[src/rtl/qsu_pkg.sv]
// Package of types, character codes and helper functions for the quoted string unescaper.
`timescale 1ns / 1ps

package qsu_pkg;

    // Status codes on the result beat
    localparam logic [1:0] ST_BUSY = 2'd0;
    localparam logic [1:0] ST_DONE = 2'd1;
    localparam logic [1:0] ST_ERR  = 2'd2;

    // Character codes
    localparam logic [7:0] CH_QUOTE = 8'h22;
    localparam logic [7:0] CH_BSLASH = 8'h5C;
    localparam logic [7:0] CH_X     = 8'h78;
    localparam logic [7:0] CH_B     = 8'h62;
    localparam logic [7:0] CH_F     = 8'h66;
    localparam logic [7:0] CH_N     = 8'h6E;
    localparam logic [7:0] CH_R     = 8'h72;
    localparam logic [7:0] CH_T     = 8'h74;
    localparam logic [7:0] CH_ZERO  = 8'h30;
    localparam logic [7:0] CH_NINE  = 8'h39;
    localparam logic [7:0] CH_LA    = 8'h61;
    localparam logic [7:0] CH_LF    = 8'h66;
    localparam logic [7:0] CH_UA    = 8'h41;
    localparam logic [7:0] CH_UF    = 8'h46;
    localparam logic [3:0] HEX_TEN  = 4'd10;

    // Control bytes produced by escapes
    localparam logic [7:0] CTL_BS  = 8'h08;
    localparam logic [7:0] CTL_FF  = 8'h0C;
    localparam logic [7:0] CTL_LF  = 8'h0A;
    localparam logic [7:0] CTL_CR  = 8'h0D;
    localparam logic [7:0] CTL_TAB = 8'h09;
    localparam logic [7:0] CTL_NUL = 8'h00;

    // Reported length cap
    localparam logic [15:0] DLEN_MAX = 16'hFFFF;

    // Parser phase, one-hot
    typedef enum logic [4:0] {
        PH_OPEN = 5'b00001,
        PH_BODY = 5'b00010,
        PH_ESC  = 5'b00100,
        PH_HEX1 = 5'b01000,
        PH_HEX2 = 5'b10000
    } t_phase;

    // Control state carried between beats
    typedef struct packed {
        t_phase     phase;
        logic [3:0] hex_hi;
    } t_ctl;

    typedef struct packed {
        logic [7:0] in_byte;
        logic       end_of_input;
    } t_in_beat;

    typedef struct packed {
        logic [7:0]  out_byte;
        logic        byte_valid;
        logic [1:0]  status;
        logic [15:0] decoded_length;
    } t_out_beat;

    // Hex digit value; bit 4 set when the byte is a hex digit
    function automatic logic [4:0] hex_digit(input logic [7:0] c);
        logic [4:0] r;
        r = 5'd0;
        if (c >= CH_ZERO && c <= CH_NINE) begin
            r = {1'b1, 4'(c - CH_ZERO)};
        end else if (c >= CH_LA && c <= CH_LF) begin
            r = {1'b1, 4'(c - CH_LA) + HEX_TEN};
        end else if (c >= CH_UA && c <= CH_UF) begin
            r = {1'b1, 4'(c - CH_UA) + HEX_TEN};
        end
        return r;
    endfunction

    // Byte for a single-character escape
    function automatic logic [7:0] esc_byte(input logic [7:0] c);
        logic [7:0] r;
        case (c)
            CH_B:    r = CTL_BS;
            CH_F:    r = CTL_FF;
            CH_N:    r = CTL_LF;
            CH_R:    r = CTL_CR;
            CH_T:    r = CTL_TAB;
            CH_ZERO: r = CTL_NUL;
            default: r = c;
        endcase
        return r;
    endfunction

endpackage

[src/rtl/quoted_string_unescape_unit.sv]
// Top level of the quoted string unescaper: input register, decode and result register.
`timescale 1ns / 1ps

// Quoted string unescaper. Each input beat carries one raw byte or an end-of-input
// mark and yields exactly one result beat: a decoded byte, a completion with the
// decoded length, an error, or an in-progress beat with no data. The stream must
// open with a double quote; a backslash starts an escape (b f n r t 0 give control
// bytes, x takes two hex digits, anything else passes through). A new beat is
// taken every cycle while o_stall is low; each beat passes through the input
// register and then the result register, and the parser state updates as a beat
// leaves the input register. A stall on a full result register holds it and a
// full input register, and o_stall rises only when both are full.

module quoted_string_unescape_unit #(
    parameter int LENGTH_WIDTH = 16
) (
    input  logic                  i_clk,
    input  logic                  i_rst_n,
    input  logic                  i_valid,
    output logic                  o_stall,
    input  qsu_pkg::t_in_beat     i_beat,
    output logic                  o_valid,
    input  logic                  i_stall,
    output qsu_pkg::t_out_beat    o_beat
);
    import qsu_pkg::*;

    logic                    r_in_vld;
    t_in_beat                r_in;
    logic                    r_out_vld;
    t_out_beat               r_out;
    t_ctl                    r_ctl;
    t_ctl                    n_ctl;
    logic [LENGTH_WIDTH-1:0] r_count;
    logic [LENGTH_WIDTH-1:0] n_count;
    t_out_beat               n_out;
    logic                    adv;
    logic                    in_take;

    // Result register frees up when empty or taken this cycle
    assign adv     = !r_out_vld || !i_stall;
    assign o_stall = r_in_vld && !adv;
    assign in_take = i_valid && !o_stall;

    qsu_decode #(
        .LENGTH_WIDTH(LENGTH_WIDTH)
    ) u_decode (
        .i_ctl   (r_ctl),
        .i_count (r_count),
        .i_beat  (r_in),
        .o_ctl   (n_ctl),
        .o_count (n_count),
        .o_beat  (n_out)
    );

    // Input register
    always_ff @(posedge i_clk) begin
        if (!i_rst_n) begin
            r_in_vld <= 1'b0;
        end else if (adv || !r_in_vld) begin
            r_in_vld <= in_take;
        end
        if (in_take) begin
            r_in <= i_beat;
        end
    end

    // Result register and parser state; advance as a beat leaves the input register
    always_ff @(posedge i_clk) begin
        if (!i_rst_n) begin
            r_out_vld    <= 1'b0;
            r_ctl.phase  <= PH_OPEN;
            r_ctl.hex_hi <= 4'd0;
            r_count      <= '0;
        end else if (adv) begin
            r_out_vld <= r_in_vld;
            if (r_in_vld) begin
                r_ctl   <= n_ctl;
                r_count <= n_count;
            end
        end
        if (adv && r_in_vld) begin
            r_out <= n_out;
        end
    end

    assign o_valid = r_out_vld;
    assign o_beat  = r_out;

endmodule

[src/rtl/qsu_decode.sv]
// Next-state and result logic for one input beat of the unescaper.
`timescale 1ns / 1ps

module qsu_decode #(
    parameter int LENGTH_WIDTH = 16
) (
    input  qsu_pkg::t_ctl          i_ctl,
    input  logic [LENGTH_WIDTH-1:0] i_count,
    input  qsu_pkg::t_in_beat      i_beat,
    output qsu_pkg::t_ctl          o_ctl,
    output logic [LENGTH_WIDTH-1:0] o_count,
    output qsu_pkg::t_out_beat     o_beat
);
    import qsu_pkg::*;

    logic [7:0]              c;
    logic [4:0]              hx;
    logic [LENGTH_WIDTH-1:0] cnt_inc;
    logic [31:0]             cnt_wide;
    logic [15:0]             dlen;

    assign c  = i_beat.in_byte;
    assign hx = hex_digit(c);

    // Saturating increment of the length count
    assign cnt_inc = (&i_count) ? i_count : i_count + LENGTH_WIDTH'(1);

    // Cap the reported length at 16 bits
    assign cnt_wide = 32'(i_count);
    assign dlen     = (cnt_wide > 32'(DLEN_MAX)) ? DLEN_MAX : cnt_wide[15:0];

    // Step the parser by one beat
    always_comb begin
        o_ctl   = i_ctl;
        o_count = i_count;
        o_beat  = '0;
        o_beat.status = ST_BUSY;
        if (i_beat.end_of_input) begin
            o_beat.status = ST_ERR;
            o_ctl.phase   = PH_OPEN;
            o_count       = '0;
        end else begin
            unique case (i_ctl.phase)
                PH_BODY: begin
                    if (c == CH_QUOTE) begin
                        o_beat.status         = ST_DONE;
                        o_beat.decoded_length = dlen;
                        o_ctl.phase           = PH_OPEN;
                        o_count               = '0;
                    end else if (c == CH_BSLASH) begin
                        o_ctl.phase = PH_ESC;
                    end else begin
                        o_beat.out_byte   = c;
                        o_beat.byte_valid = 1'b1;
                        o_count           = cnt_inc;
                    end
                end
                PH_ESC: begin
                    if (c == CH_X) begin
                        o_ctl.phase = PH_HEX1;
                    end else begin
                        o_beat.out_byte   = esc_byte(c);
                        o_beat.byte_valid = 1'b1;
                        o_count           = cnt_inc;
                        o_ctl.phase       = PH_BODY;
                    end
                end
                PH_HEX1: begin
                    if (!hx[4]) begin
                        o_beat.status = ST_ERR;
                        o_ctl.phase   = PH_OPEN;
                        o_count       = '0;
                    end else begin
                        o_ctl.hex_hi = hx[3:0];
                        o_ctl.phase  = PH_HEX2;
                    end
                end
                PH_HEX2: begin
                    if (!hx[4]) begin
                        o_beat.status = ST_ERR;
                        o_ctl.phase   = PH_OPEN;
                        o_count       = '0;
                    end else begin
                        o_beat.out_byte   = {i_ctl.hex_hi, hx[3:0]};
                        o_beat.byte_valid = 1'b1;
                        o_count           = cnt_inc;
                        o_ctl.phase       = PH_BODY;
                    end
                end
                default: begin
                    // Expecting the opening quote; stray codes land here too
                    o_count = '0;
                    if (c == CH_QUOTE) begin
                        o_ctl.phase = PH_BODY;
                    end else begin
                        o_beat.status = ST_ERR;
                        o_ctl.phase   = PH_OPEN;
                    end
                end
            endcase
        end
    end

endmodule

[config.mk]
export PLATFORM = sky130hd
export DESIGN_NAME = quoted_string_unescape_unit
export DESIGN_NICKNAME = d
export VERILOG_FILES = /design/src/rtl/qsu_pkg.sv /design/src/rtl/quoted_string_unescape_unit.sv /design/src/rtl/qsu_decode.sv
export SDC_FILE = /design/constraint.sdc
export NUM_CORES = 1
export LEC_CHECK = 0
export BUFFER_PORTS_ARGS = -buffer_cell sky130_fd_sc_hd__buf_2
export CORE_ASPECT_RATIO = 0.9
export CORE_MARGIN = 2
export CORE_UTILIZATION = 54
export CTS_BUF_LIST = sky130_fd_sc_hd__clkbuf_2
export CTS_CLUSTER_SIZE = 10
export DETAILED_ROUTE_END_ITERATION = 8
export GPL_TIMING_DRIVEN = 0
export PLACE_DENSITY = 0.84
export REMOVE_ABC_BUFFERS = 1
export SLEW_MARGIN = 20
export SYNTH_ARGS = -nofsm -noshare
export SYNTH_HDL_FRONTEND = slang
export SYNTH_SLANG_ARGS = --single-unit
[constraint.sdc]
create_clock -name i_clk -period 3.29 [get_ports i_clk]
set_input_delay 0.658 -clock i_clk [delete_from_list [all_inputs] [get_ports i_clk]]
set_output_delay 0.658 -clock i_clk [all_outputs]
set_load 0.01 [all_outputs]
Word-level counts from Yosys, hierarchy flattened
Index checks and enable logic that the tools add are counted.
{ "totals": {"regBits": 63, "in_bits": 13, "output_inout_bits": 29, "word_cells": 93} }
{ "classes": {"add_sub_neg": 6, "magnitude_cmp": 7, "eq_ne": 17, "n_mux": 30, "bitwise": 3, "n_reduce_logical": 19} }
{ "ops": {"columns": ["operator", "n"], "rows": [
  ["$mux W16", 8],
  ["$pmux W16 S4", 1],
  ["$eq A8 B7 Y1 const B", 7],
  ["$pmux W8 S6", 1],
  ["$mux W9", 4],
  ["$mux W5", 7],
  ["$pmux W9 S3", 1],
  ["$pmux W5 S4", 1],
  ["$mux W17", 1],
  ["$add A16 B1 Y16 const B", 1],
  ["$eq A8 B6 Y1 const B", 2],
  ["$ge A8 B7 Y1 const B", 2],
  ["$gt A16 B16 Y1 const B", 1],
  ["$le A8 B7 Y1 const B", 2],
  ["$reduce_and A16 Y1", 1],
  ["$sub A4 B1 Y4 const B", 3],
  ["$reduce_and A5 Y1", 2],
  ["$add A4 B4 Y4 const B", 2],
  ["$ge A8 B6 Y1 const B", 1],
  ["$le A8 B6 Y1 const B", 1],
  ["$mux W2", 4],
  ["$logic_and A1 B1 Y1", 6],
  ["$ne A3 B3 Y1 const B", 2],
  ["$pmux W2 S3", 1],
  ["13 further kinds", 20]
]} }

Longest topological paths before layout
{ "logic_depth": {"depth_word": 8, "mapped_depth": 10} }

Hierarchy
A second synthesis with hierarchy kept.
{ "hier_totals": {"hier_cells": 381, "hier_area_um2": 3590.9} }
{ "by_module_without_submodules": {"columns": ["mod", "instances", "cells_per_inst", "area_per_inst_um2"], "rows": [
  ["quoted_string_unescape_unit", 1, 153, 2189.6],
  ["qsu_decode", 1, 228, 1401.3]
]} }

Worst setup path after synthesis
OpenSTA, ideal clock, no wires.
{ "synth_timing": {"path_type": "input port to flip-flop", "from": "in i_stall", "to": "reg r_count[6]", "setup_time_ns": 0.120, "t_arrival_ns": 3.422, "t_required_ns": 3.170, "slack_ns": -0.251, "cell_stages": 6, "path_cell_list": "a21boi_1 o31ai_1 or3_4 buf_6 o211a_1 a211o_1"} }
{ "synth_via": {"elab_chain_cells": 3} }
{ "synth_rtl": {"columns": ["element", "line", "text"], "rows": [
  ["start, declared", "quoted_string_unescape_unit.sv:23", "input logic i_stall,"],
  ["$logic_not A1 Y1", "quoted_string_unescape_unit.sv:41", "assign adv = !r_out_vld || !i_stall;"],
  ["$logic_or A1 B1 Y1", "quoted_string_unescape_unit.sv:41", null],
  ["$reduce_and A5 Y1 (no source line)", null, null],
  ["end signal, assigned", "quoted_string_unescape_unit.sv:79", "r_count <= n_count;"],
  ["end, declared", "quoted_string_unescape_unit.sv:34", "logic [LENGTH_WIDTH-1:0] r_count;"]
]} }
Every way passes these cells.
A chain may end at the register's enable or synchronous reset.

Final worst setup path
{ "layout_timing": {"from": "reg r_in[1] in the netlist's numbering", "to": "reg r_count[4]"} }
{ "layout_via": {"elab_chain_cells": 8, "word_cells_on_any_way": 23, "cone_classes": "order compare (6); eq/ne (6); mux (7); reduce/logical (4)"} }
{ "layout_rtl": {"columns": ["element", "line", "text"], "rows": [
  ["start, declared", "quoted_string_unescape_unit.sv:29", "t_in_beat r_in;"],
  ["start signal, assigned", "quoted_string_unescape_unit.sv:64", "r_in <= i_beat;"],
  ["$ge A8 B7 Y1 or $le A8 B7 Y1 (tied branches)", "qsu_pkg.sv:74", "end else if (c >= CH_UA && c <= CH_UF) begin"],
  ["$logic_and A1 B1 Y1", "qsu_pkg.sv:74", null],
  ["$mux W5", "qsu_pkg.sv:74", null],
  ["$mux W5", "qsu_pkg.sv:72", "end else if (c >= CH_LA && c <= CH_LF) begin"],
  ["$mux W5", "qsu_pkg.sv:70", "if (c >= CH_ZERO && c <= CH_NINE) begin"],
  ["$mux W16", "qsu_decode.sv:79", "if (!hx[4]) begin"],
  ["$pmux W16 S4", "qsu_decode.sv:43", "unique case (i_ctl.phase)"],
  ["$mux W16", "qsu_decode.sv:38", "if (i_beat.end_of_input) begin"]
]} }
Several ways; a longest one is shown, not always the timed one.

==> results.cfg <==
[logic_synthesis]
synth_compound_gate_area_share_pct = 17.1
syn_inst = 338
syn_area_per_cell_sq_um = 9.87
yosys_warnings = 0
yosys_most_used_dff = edfxtp_1
synth_xor_area_share_pct = 1.31
synth_top_family_by_area = simple AND/OR/NAND/NOR gates
yosys_register_bits = 63
synthAdderAreaFrac_pct = 1.88
yosys.area.top_type = edfxtp_1
syn_area_sq_um = 3330
netlist.area_leader.share_pct = 32.4
synth_edf_count = 36
synth.distinct_cells = 65
ys_seq_area_share_pct = 48.6
netlist_top_cells_area = edfxtp_1 32%, dfxtp_1 16%, nand3_1 3.3%
async_flop_share_pct = 0
synthMuxAreaShare_pct = 1.20
synth-simple-area-share_pct = 25.9

[detailed_routing]
vias = 2758
wl_per_cell_um = 15.4
first_pass_iters = 5
drt_iter0_drc = 257
drcViolationCount = 0
postRouteAntennaNets = 0
via_per_inst = 6.16
routed_wl_um = 6920

[timing]
setup_ws_ns = 0.358
finalCritPeriodShare_pct = 89.1
worst_pin_slew_ns = 0.915
rsz0062_at_grt = false
whs_ns = 0.335
finalHoldViolCount = 0
drv_slew = 0
finClkSkew_ns = 0.0156
max_freq_ghz = 0.341
fin_crit_ns = 2.93
setup_violations = 0
slew_headroom_pct = 38.7

[power_and_ir_drop]
p_per_area_nw_per_um2 = 370
leakagePower_nw = 1.32
vdd.ir_drop.worst_uv = 211

[final_layout]
num_antenna_cells = 0
nNetsFinal = 389
area_delta_synth_final_pct = 9.79
drive_gt1_share_pct = 18.9
final_area_sq_um = 3660

[floorplanning]
io_pins = 42
initial_utilization_pct = 55.1
die_area_sq_um = 6820
die-height_um = 78.6
core_area_sq_um = 6050
die_w_um = 86.8
rows = 27

[clocking]
clk_pin_slew_ns = 0.17
cts_tree = yes
clock_sinks = 63
clk_path_buf_depth = 2
cts_hold_buf = 0
postCtsSetupRepairBufs = 0
cts_root_buf = clkbuf_2
post_cts_resized = 0
clk_latency_ns = 0.49
cts_made_buffers = 9
cts_htree_levels = 3

[setup_path]
worst-r2r-setup-slack_ns = 0.36
cp_data_required_time_ns = 3.68
path_class = reg2reg
worstSetupEndpointType = flip-flop
crit_arrival_ns = 3.33
worstSetupStartpointType = flip-flop
crit_fanout = 11

[placed_design]
post-place-ws_ns = 0.317
io_buffers = 41
routabilityCongestion = 0.909
hpwlAfterDp_um = 4980
dpl-instance-area_sq_um = 3560

[grt]
grt_usage_pct = 21.7
grt_max_degree = 26
grt_pass1_wl_um = 11500
grt_overflow = 0
antenna_found_initial = 0
grt_pass1_vias = 2338

[outcome]
status = complete, no violations

[min_path]
hold_class = in2reg

[job]
drv_cap = 0
## placed cells by master (no fill, tap or decap), drive strengths merged, types with 4 or more instances in the layout
master,instances
a21oi,23
o22ai,4
and3,6
nor2,28
nor4,9
o21ai,11
o211a,4
nor3,10
a31oi,5
inv,4
clkinv,7
nand3,23
a211o,5
nand4,6
nand2,28
mux2i,4
ha,5
o211ai,4
and2,15
buf,42
edfxtp,36
and4,4
dfxtp,27
clkbuf,10
or4,6
## critical path: stages (launching register included)
cell and delay (ns):
edfxtp_1 0.56, inv_1 0.14, ha_1 0.25, nand2b_1 0.09, o211ai_1 0.43, a21oi_2 0.15, nor3_2 0.72, a311oi_1 0.20
a211o_1 0.30
## synthesized netlist by cell type (all sizes together) (7+ instances only)
cell type / number
buf: 13
clkbuf: 7
dfxtp: 27
o21ai: 11
nand2: 28
edfxtp: 36
and2: 15
a21oi: 23
nor2: 28
nor4: 9
nand3: 23
nor3: 10
## path summary, 6_finish.rpt
kind	end	cells after the start	start
max	r_count[4]	8	r_in[1]
min reg2reg	o_valid	2	r_in_vld
max reg2reg	r_count[4]	8	r_in[1]
min	r_in[6]	1	i_beat[6]
## per-stage QoR
step / utilization, % / total power [mW] / setup TNS, ns / cells
after floorplan: - / 0.942 / -4.87 / 318
after global placement: 58.1 / 0.980 / -28.83 / 431
after detailed placement: 58.9 / 0.987 / 0 / 432
after CTS: 60.4 / 1.37 / 0 / 448
after global routing: 60.5 / 1.41 / 0 / 448
final: 60.5 / 1.35 / 0 / 448
## layer usage
layer	track usage [%]	part of all wire, %	up-vias
li1	-	-	1365
met1	31.6	48	1252
met2	30.2	44	129
met3	5.78	7.1	12
met4	8.91	1.5	0
met5	0	0	-
## state kept, by name, summed over array words and instances, names as in the netlist
register / count
o_beat: 27
r_count: 16
r_ctl: 9
r_in: 9
o_valid: 1
r_in_vld: 1
## power by group
group | switching [mW] | internal, mW | leakage, nW | total, mW
registers | 0.0200 | 0.854 | 0.550 | 0.874
clock network | 0.285 | 0.100 | 0.0654 | 0.385
logic | 0.0582 | 0.0375 | 0.708 | 0.0956
## area by class of cell
type | instances | area [sq um]
Clock buffer | 10 | 50.0
Tap cell | 72 | 90.1
Fill cell | 501 | 2390
Clock inverter | 6 | 37.5
Multi-Input combinational cell | 250 | 1610
Inverter | 5 | 18.8
Timing Repair Buffer | 42 | 233
Sequential cell | 63 | 1620
## logic make-up (layout without fill, tap and decap cells)
logic type / count (synthesis) / count (layout)
AO/OA/AOI/OAI: 82 / 82
AND/OR/NAND/NOR: 154 / 154
XOR/XNOR: 5 / 5
multiplexers: 4 / 4
adder cells (fa/ha/maj): 5 / 5
flip-flops: 63 / 63
buffers and inverters: 25 / 63
(Power assumes the default switching activity.)
